## src/design/lpfr_pkg.sv

```systemverilog
package lpfr_pkg;

   localparam int COLUMNS = 128;
   localparam int ROWS    = 64;
   localparam int PAGES   = 8;
   localparam int PAGE_W  = 3;
   localparam int DEPTH   = PAGES * COLUMNS;
   localparam int ADDR_W  = $clog2(DEPTH);
   localparam int BC_W    = $clog2(COLUMNS + 3);
   localparam int CSR_IDX_W  = 3;
   localparam int CSR_DATA_W = 8;

   localparam logic       FLIPPED_RST       = 1'b1;
   localparam logic       DIRTY_ONLY_RST    = 1'b0;
   localparam logic [2:0] PAGE_ROTATE_RST   = 3'd4;
   localparam logic [7:0] PAGE_CMD_BASE_RST = 8'd176;
   localparam logic [7:0] COL_LOW_CMD_RST   = 8'd0;
   localparam logic [7:0] COL_HIGH_CMD_RST  = 8'd16;
   localparam logic [7:0] FLIP_COL_OFFSET   = 8'd4;

   typedef enum logic [1:0] {
      OP_PIXEL = 2'd0,
      OP_CLEAR = 2'd1,
      OP_START = 2'd2,
      OP_STEP  = 2'd3
   } op_type;

   typedef enum logic [CSR_IDX_W-1:0] {
      REG_FLIPPED       = 3'd0,
      REG_DIRTY_ONLY    = 3'd1,
      REG_PAGE_ROTATE   = 3'd2,
      REG_PAGE_CMD_BASE = 3'd3,
      REG_COL_LOW_CMD   = 3'd4,
      REG_COL_HIGH_CMD  = 3'd5
   } reg_index_type;

   typedef struct packed {
      logic       flipped;
      logic       dirty_only;
      logic [2:0] page_rotate;
      logic [7:0] page_cmd_base;
      logic [7:0] col_low_cmd;
      logic [7:0] col_high_cmd;
   } cfg_type;

endpackage

```

## src/design/lpfr_csr.sv

```systemverilog
module lpfr_csr (
   input  logic                               clock,
   input  logic                               reset,
   input  logic                               csr_write_enable,
   input  logic [lpfr_pkg::CSR_IDX_W-1:0]     csr_index,
   input  logic [lpfr_pkg::CSR_DATA_W-1:0]    csr_data,
   output lpfr_pkg::cfg_type                  cfg
);

   import lpfr_pkg::*;

   cfg_type cfg_ff;
   cfg_type cfg_in;

   always_comb begin
      cfg_in = cfg_ff;
      if (csr_write_enable) begin
         unique case (csr_index)
            REG_FLIPPED:       cfg_in.flipped       = csr_data[0];
            REG_DIRTY_ONLY:    cfg_in.dirty_only    = csr_data[0];
            REG_PAGE_ROTATE:   cfg_in.page_rotate   = csr_data[2:0];
            REG_PAGE_CMD_BASE: cfg_in.page_cmd_base = csr_data;
            REG_COL_LOW_CMD:   cfg_in.col_low_cmd   = csr_data;
            REG_COL_HIGH_CMD:  cfg_in.col_high_cmd  = csr_data;
            default:           cfg_in = cfg_ff;
         endcase
      end
   end

   always_ff @(posedge clock) begin
      if (reset) begin
         cfg_ff.flipped       <= FLIPPED_RST;
         cfg_ff.dirty_only    <= DIRTY_ONLY_RST;
         cfg_ff.page_rotate   <= PAGE_ROTATE_RST;
         cfg_ff.page_cmd_base <= PAGE_CMD_BASE_RST;
         cfg_ff.col_low_cmd   <= COL_LOW_CMD_RST;
         cfg_ff.col_high_cmd  <= COL_HIGH_CMD_RST;
      end else begin
         cfg_ff <= cfg_in;
      end
   end

   assign cfg = cfg_ff;

endmodule

```

## config.mk

```make
export PLATFORM = sky130hd
export DESIGN_NAME = lpfr_csr
export DESIGN_NICKNAME = d
export VERILOG_FILES = /design/src/design/lpfr_pkg.sv /design/src/design/lpfr_csr.sv
export SDC_FILE = /design/constraint.sdc
export NUM_CORES = 1
export LEC_CHECK = 0
export ABC_AREA = 1
export BUFFER_PORTS_ARGS = -buffer_cell sky130_fd_sc_hd__buf_2
export CORE_ASPECT_RATIO = 0.7
export CORE_MARGIN = 1
export CORE_UTILIZATION = 52
export DETAILED_ROUTE_END_ITERATION = 8
export PLACE_DENSITY_LB_ADDON = 0.08
export SYNTH_ARGS = -nofsm -noshare
export SYNTH_HDL_FRONTEND = slang
export SYNTH_SLANG_ARGS = --single-unit
export TNS_END_PERCENT = 50
```

## constraint.sdc

```tcl
create_clock -name clock -period 1.7 [get_ports clock]
set_input_delay 0.17 -clock clock [delete_from_list [all_inputs] [get_ports clock]]
set_output_delay 0.17 -clock clock [all_outputs]
set_load 0.05 [all_outputs]
```

Yosys cells after proc, flatten, opt, wreduce, memory -nomap -nowiden
Index checks and enable logic that the tools add are counted.

word-level totals
  bits in registers = 29
  input port bits = 14
  output and inout bits = 29

cells by class
  eq/ne operators = 5
  reductions and logical operators = 7

operators by type and width
  cell                                                                   count
  2-bit AND reduction                                                    6
  3-bit by 2-bit equality test with 1-bit output, second input constant  2
  3-bit equality test, second input constant                             2
  3-bit by 1-bit equality test with 1-bit output, second input constant  1
  3-bit zero test                                                        1

Longest topological paths before layout
Gate-level depths: netlist of run 1.

  depth in word-level cells = 2
  mapped depth = 6

Least setup slack after synthesis of run 1
No wires, ideal clock.

  path type = reg2reg
  start = reg, netlist name cfg[4]
  end = reg cfg_ff (netlist bit cfg[4])
  library setup time = 0.064 ns
  arrival = 0.838 ns
  required time = 1.636 ns
  path slack = 0.798 ns
  stages on the path, launching flop included = 3
  buffers on the path = 0
  period minus slack after synthesis = 0.902 ns
  cell sequence = dfxtp_1 -> o21ai_0 -> nand3_1

RTL lines
  item                  line            source
  end signal, assigned  lpfr_csr.sv:39  cfg_ff <= cfg_in;
  end, declared         lpfr_csr.sv:12  cfg_type cfg_ff;

Final worst setup path of run 1
  start = reg cfg_ff (netlist bit cfg[27])
  end = out cfg[27] in the netlist's numbering

RTL lines
  item           line           source
  end, declared  lpfr_csr.sv:7  output lpfr_pkg::cfg_type cfg

No word-level cell between the ends.

==> results of run 1 <==
==> cells by family (layout without fill, tap and decap cells) <==
logic type | after synthesis | count (layout)
AOI/OAI and AO/OA | 3 | 3
buffers and inverters | 19 | 64
DFF | 29 | 29
and+or+nand+nor | 123 | 123
==> area by class of cell <==
class | count | area (um^2) | area share, %
Clock buffer | 7 | 55.05 | 3.682
Inverter | 14 | 52.55 | 3.515
Multi-Input combinational cell | 126 | 549.3 | 36.74
Sequential cell | 29 | 580.6 | 38.83
Tap cell | 32 | 40.04 | 2.678
Timing Repair Buffer | 43 | 217.7 | 14.56
==> layer usage <==
| layer | vias up | global-route usage [%] | routed length, um | part of all wire (%) |
|---|---|---|---|---|
| li1 | 628 | - | - | - |
| met1 | 542 | 29.79 | 1264 | 44 |
| met2 | 50 | 39.56 | 1320 | 46 |
| met3 | 9 | 6.481 | 198 | 7.0 |
| met4 | 0 | 13.95 | 62 | 2.2 |
| met5 | - | 0 | 0 | 0 |
==> Yosys cell counts, drive strengths merged <==
cell	instances
inv	14
nand3	29
nand2	40
nand3b	1
clkbuf	1
o21ai	2
dfxtp	29
a21oi	1
nor2	53
buf	4
==> power groups by stage <==
stage | logic, W | registers (W) | clock network, W
finish | 0.000242 | 0.000714 | 0.000425
global route | 0.000263 | 0.000717 | 0.000452
CTS | 0.000242 | 0.000714 | 0.000427
detailed placement | 0.000241 | 0.000730 | 0
global placement | 0.000236 | 0.000728 | 0
floorplan | 0.0000955 | 0.000813 | 0
==> placed cells by master (no fill, tap or decap), drive strengths merged <==
master	n
dfxtp	29
nor2	53
o21ai	2
nand2	40
nand3	29
buf	43
clkbuf	7
nand3b	1
inv	14
a21oi	1
==> worst paths after layout <==
path	endpoint	slack (ns)	depth (start not counted)
min	cfg[26]	0.05	3
min reg2reg	cfg[23]	0.48	2
max	cfg[27]	0.58	1
max reg2reg	cfg[8]	1.10	2
==> per-stage QoR <==
stage / power, W / hold WS, ns / instance area (um^2) / util [%]
after detailed placement: 0.0009709 / 0.4031 / 1440 / 66.30
final: 0.001381 / 0.05246 / 1495 / 68.84
after global routing: 0.001432 / 0.07476 / 1495 / 68.84
after global placement: 0.0009637 / 0.3855 / 1440 / 66.30
after CTS: 0.001383 / 0.05347 / 1495 / 68.84
after floorplan: 0.0009085 / 0.2832 / 1212 / -
==> results.cfg, run 1 <==
[yosys]
synth_top_family_by_area = simple AND/OR/NAND/NOR gates
netlist_top_cells_area = dfxtp_1 48%, nor2_1 15%, nand2_1 12%
ys_seq_area_share_pct = 47.88
synth_nets = 188
synth.distinct_cells = 15
syn_area_um2 = 1212
synthMuxAreaShare_pct = 0
syn_area_per_cell_um2 = 6.968
synth-simple-area-share_pct = 44.07
synthAdderAreaFrac_pct = 0
synth_cells = 174
synth-xor-area-share_pct = 0
synth_top_area_share_pct = 47.88
yosysWarnings = 0
synth_compound_area_share_pct = 1.238
synth_top_cell_by_area = dfxtp_1
ys_ff_latch = 29

[critical_path]
crit_path_top_delay_cell = dfxtp_1
critPathBufInv = 1
critical_path.top_delay_family = flip-flops
end_kind = primary output
critPathLaunchType = flip-flop
critPathLaunch = cfg[27]
cpPeakStageDelay_ns = 0.35
worstPathArrival_ns = 0.95
path_cells = buf_2
crit_type = flip-flop to primary output
worst-path-max-fanout = 2
required_ns = 1.53
r2r-start = cfg[8]

[cts]
path_clk_slew_ns = 0.09
h-tree-depth = 2
clockBufferDepth = 2
clockRootBuffer = clkbuf_4
clkSinkCount = 29
post_cts_resized = 0
clk_latency_ns = 0.33
post-cts-setup-buffers = 0
cts_hold_buf = 0
cts_tree = done
cts_buffers = 5

[worst_hold_path]
hold_class = primary input to flip-flop
min-delay-start = csr_data[2]

[finish]
largest_reg_flops = 29
drive_gt1_share_pct = 26.48
fillCellCount = 221
area_delta_synth_final_pct = 23.32
finalNetCount = 233
antennaDiodeCount = 0
stdcell_count = 251

[die]
fp.dieW_um = 59.72
dieArea_um2 = 2532
rows = 14
core_um2 = 2172
io_pins = 43
start_util_pct = 55.82
die-height_um = 42.40

[timing]
timing.fmax_mhz = 894.5
setup_viol = 0
final.setup.tns_ns = 0
fin_crit_sh_pct = 65.76
hold_viol = 0
fin_skew_ns = 0
slew_headroom_pct = 71.99
worst_pin_slew_ns = 0.4197
drv_slew = 0
period_needed_ns = 1.118
rsz0062_at_grt = no
layout_setup_ws_ns = 0.5820

[route]
drc = 0
vias = 1229
drtPass1Iterations = 4
drt-vias-per-instance = 4.896
wl_per_cell_um = 11.33
wl_mm = 2.845
antenna_left = 0
drt_iter0_drc = 31

[power_and_ir_drop]
leakage_nw = 0.7617
powerDensity_nw_per_um2 = 923.7
ir_drop_uv = 659.6
intPower_w = 0.0009579
p_seq_share_pct = 51.7
p_switching_w = 0.0004233
switching_share_pct = 30.64
clkPwrFrac_pct = 30.8
combPwrFrac_pct = 17.5

[placed_design]
dpl.hpwl_mm = 2.128
pre_cts_ws_ns = 0.5612
globalplace.congestion = 0.8350
place_inst = 244
port_buffers = 42

[grt]
antenna_found_initial = 0
grt_pass1_wl_mm = 4.519
gr-total-overflow = 0
grt_usage_pct = 24.74
grt_max_degree = 30
grt_pass1_vias = 1085

[run]
cap_viol_max_count = 0

[run_status]
status = finished clean
Power figures use the tool's default switching activity.
==> run 2, diff against run 1 <==
CORE_UTILIZATION = 48   (was 52)
clock period = 1.1 ns   (was 1.7 ns; I/O delays follow)
==> run 2 against run 1 <==
Effect of this change:
- via count fell by 0.57%
- critical path depth unchanged
- non-clock buffer count up 1
- clock power increased by 120%
- clock skew did not move
- register-to-register slack got worse by 0.61 ns
- flip-flop and latch count unchanged
- first-iteration DRC count grew 130%
- count of clock-buffer cells in the layout did not move
- combinational power up 58%
- critical endpoint is now cfg[28]
- largest power group unchanged
- highest routed layer unchanged
==> results.cfg, run 2 (synthesized netlist as in run 1, its figures left out) <==
[critical_path]
critPathBufInv = 1
crit_path_top_delay_cell = dfxtp_1
crit_type = flip-flop to primary output
required_ns = 0.99
end_kind = primary output
path_cells = buf_2
critPathLaunchType = flip-flop
critical_path.top_delay_family = flip-flops
worst-path-max-fanout = 2
cpPeakStageDelay_ns = 0.35
worstPathArrival_ns = 0.95

[timing]
final.setup.tns_ns = 0
hold_viol = 0
timing.fmax_mhz = 944.1
worst_pin_slew_ns = 0.3342
rsz0062_at_grt = no
setup_viol = 0
fin_skew_ns = 0
drv_slew = 0
whs_ns = 0.01258
slew_headroom_pct = 77.70
period_needed_ns = 1.059
fin_crit_sh_pct = 96.29

[cts]
cts_hold_buf = 0
cts_buffers = 5
clk_latency_ns = 0.32
post-cts-setup-buffers = 0
cts_tree = done
path_clk_slew_ns = 0.10
clockBufferDepth = 2
h-tree-depth = 2
clkSinkCount = 29
clockRootBuffer = clkbuf_4

[placed_design]
globalplace.congestion = 0.8070
dpl.hpwl_mm = 2.057
port_buffers = 42

[die]
core_um2 = 2260
rows = 14
fp.dieW_um = 62.07
dieArea_um2 = 2734
io_pins = 43
die-height_um = 44.05
start_util_pct = 53.65

[run_status]
status = finished clean

[grt]
grt_pass1_vias = 978
grt_pass1_wl_mm = 4.305
antenna_found_initial = 0
grt_max_degree = 30
gr-total-overflow = 0
grt_usage_pct = 22.84

[route]
wl_mm = 2.728
drtPass1Iterations = 4
antenna_left = 0
drt_iter0_drc = 70
drt-vias-per-instance = 4.830
wl_per_cell_um = 10.78
vias = 1222
drc = 0

[finish]
drive_gt1_share_pct = 27.15
finalNetCount = 234
layout_commonest_cell = nor2_1
largest_reg_flops = 29
area_delta_synth_final_pct = 28.69
layout_common_cells = 47 x nor2_1, 39 x nand2_1, 36 x buf_2, 29 x nand3_1, 29 x dfxtp_1
fillCellCount = 202
antennaDiodeCount = 0

[worst_hold_path]
hold_class = primary input to flip-flop

[power_and_ir_drop]
powerDensity_nw_per_um2 = 1540
ir_drop_uv = 1252
leakage_nw = 0.7870

[run]
cap_viol_max_count = 0
## run 2: cell types whose count changed in the layout (fill, tap and decap cells not counted)
cell / before / now
buf_2: 42 / 36
clkbuf_4: 5 / 11
bufinv_16: 0 / 1
buf_12: 0 / 1
## run 2: path summary, 6_finish.rpt
check | startpoint | endpoint | slack [ns] | cells past startpoint
max | cfg[28] | cfg[28] | 0.04 | 1
min | csr_data[2] | cfg[26] | 0.01 | 3
max reg2reg | cfg[4] | cfg[4] | 0.49 | 2
min reg2reg | cfg[23] | cfg[23] | 0.46 | 2
## run 2: what timing repair did
action | in CTS | in global routing
setup endpoints to repair | 0 | 6
resized for setup | 0 | 6
endpoints found under the hold margin | 0 | 0
## run 2: where the power goes
group          leakage (nW)  switching, W  internal (W)
sequential            0.236     0.0000176       0.00109
clock                0.0455      0.000373      0.000543
combinational         0.506      0.000278      0.000104
## run 2: area by class of cell
| type | count | area (um^2) | share of cell area [%] |
|---|---|---|---|
| Clock buffer | 7 | 55.05 | 3.528 |
| Clock inverter | 1 | 30.03 | 1.925 |
| Inverter | 14 | 52.55 | 3.368 |
| Multi-Input combinational cell | 126 | 549.3 | 35.20 |
| Sequential cell | 29 | 580.6 | 37.21 |
| Tap cell | 32 | 40.04 | 2.566 |
| Timing Repair Buffer | 44 | 252.7 | 16.20 |
## run 2: metal layers
metal	track usage [%]	vias up	routed length, um
met1	29.93	543	1272
met3	7.018	8	201
met2	34.04	41	1200
li1	-	630	-
met5	0	-	0
met4	11.56	0	53
## run 2: stage by stage
stage	worst slack (ns)	instances	total power [W]	utilization (%)	area [um^2]
finish	0.04079	253	0.002402	69.05	1560
global route	0.0004199	253	0.002508	69.05	1560
floorplan	0.1979	174	0.001404	-	1212
global placement	0.2038	245	0.001501	64.62	1460
CTS	0.02467	253	0.002409	68.38	1545
detailed placement	0.1820	245	0.001508	64.62	1460
==> run 3, diff against run 2 <==
CORE_UTILIZATION = 40   (was 48)
PLACE_DENSITY = 0.67   (was not set)
PLACE_DENSITY_LB_ADDON = not set   (was 0.08)
==> run 3 against run 2 <==
Effect of this change:
- via count fell by 3.2%
- setup slack improved by 0.044 ns
- critical path depth unchanged
- clock power fell by 5.0%
- global-route usage decreased by 2.9 points
- first-iteration DRC count rose by 14%
- flip-flop and latch count unchanged
- critical path type unchanged
- critical endpoint is now cfg[14]
- highest routed layer unchanged
==> results.cfg, run 3 (synthesized netlist as in run 1, its figures left out) <==
[timing]
hold_viol = 0
rsz0062_at_grt = no
slew_headroom_pct = 76.28
final.setup.tns_ns = 0
period_needed_ns = 1.015
fin_skew_ns = 0
fin_crit_sh_pct = 92.25
setup_viol = 0
whs_ns = 0.05783
worst_pin_slew_ns = 0.3555
drv_slew = 0
timing.fmax_mhz = 985.4

[grt]
grt_pass1_wl_mm = 4.388
grt_pass1_vias = 938
grt_usage_pct = 19.95
gr-total-overflow = 0
grt_max_degree = 30
antenna_found_initial = 0

[critical_path]
worst-path-max-fanout = 2
path_cells = buf_2
critPathBufInv = 1
r2r-start = cfg[4]
cpPeakStageDelay_ns = 0.35
critPathLaunch = cfg[14]
required_ns = 0.99
worstPathArrival_ns = 0.90
crit_path_top_delay_cell = dfxtp_1
end_kind = primary output
critical_path.top_delay_family = flip-flops
crit_type = flip-flop to primary output
critPathLaunchType = flip-flop

[finish]
antennaDiodeCount = 0
stdcell_count = 256
area_delta_synth_final_pct = 27.97
layout_common_cells = 47 x nor2_1, 42 x buf_2, 39 x nand2_1, 29 x nand3_1, 29 x dfxtp_1
largest_reg_flops = 29
fillCellCount = 282
stdcell_area_um2 = 1551
register_area_um2 = 580.6
finalNetCount = 234
multiInputGateArea_um2 = 549.3
drive_gt1_share_pct = 26.82
layout_commonest_cell = nor2_1

[power_and_ir_drop]
leakage_nw = 0.7843
powerDensity_nw_per_um2 = 1518
p_total_w = 0.002355
ir_drop_uv = 838.2

[cts]
path_clk_slew_ns = 0.06
clk_latency_ns = 0.27
post-cts-setup-buffers = 0
post_cts_resized = 0
clkSinkCount = 29
cts_tree = done
h-tree-depth = 2
clockRootBuffer = clkbuf_8
clockBufferDepth = 2
cts_hold_buf = 0
cts_buffers = 5

[placed_design]
port_buffers = 42
postPlaceCellArea_um2 = 1465
dpl.hpwl_mm = 2.040
globalplace.congestion = 0.8353
place_inst = 249

[die]
die-height_um = 48.06
fp.dieW_um = 67.81
start_util_pct = 42.65
dieArea_um2 = 3259
io_pins = 43
rows = 16
core_um2 = 2843

[worst_hold_path]
hold_class = primary input to flip-flop
min-delay-start = csr_data[5]

[route]
vias = 1183
drt-vias-per-instance = 4.621
antenna_left = 0
drtPass1Iterations = 4
drc = 0
drt_iter0_drc = 80
wl_per_cell_um = 10.86
wl_mm = 2.781

[run_status]
status = finished clean

[run]
cap_viol_max_count = 0
-- run 3: changes by cell type in the layout (fill, tap and decap cells not counted), sizes merged --
cell,change
bufinv,-1
clkbuf,-6
buf,+6
-- run 3: layout make-up --
cell class                 instances  area share (%)
timing repair buffer              44           15.32
tap                               36           2.903
clock buffer                       7           5.565
multi-input combinational        126           35.40
inverter                          14           3.387
sequential                        29           37.42
-- run 3: power by group --
group	internal, W	switching, W	total [W]	leakage, nW
Sequential	0.00109	0.0000184	0.00111	0.236
Clock	0.000495	0.000376	0.000870	0.0443
Combinational	0.000101	0.000277	0.000378	0.504
Total	0.00168	0.000671	0.00236	0.784
-- run 3: worst min-delay path, cell delays in order --
cell     delay (ns)
buf_2          0.09
nand2_1        0.05
nand3_1        0.06
-- run 3: metrics by stage --
stage          utilization [%]  setup WS [ns]
2_1_floorplan                -         0.1979
3_5_place_dp             51.54         0.1546
6_report                 54.58        0.08522
4_1_cts                  54.58        0.08318
3_3_place_gp             51.54         0.1698
5_1_grt                  54.58        0.05699
-- run 3: path summary, 6_finish.rpt --
kind | cells after the start | endpoint | slack, ns
hold / removal | 3 | cfg[21] | 0.06
setup / recovery | 1 | cfg[14] | 0.09
hold reg to reg | 2 | cfg[23] | 0.46
setup reg to reg | 2 | cfg[4] | 0.50
-- run 3: routing by layer --
layer / vias to the layer above / share of wire (%) / GRT usage [%] / wire [um]
met3: 6 / 6.3 / 7.381 / 176
li1: 632 / - / - / -
met2: 37 / 40 / 25.35 / 1101
met4: 0 / 1.9 / 12.50 / 53
met1: 508 / 52 / 27.96 / 1449
met5: - / 0 / 0 / 0
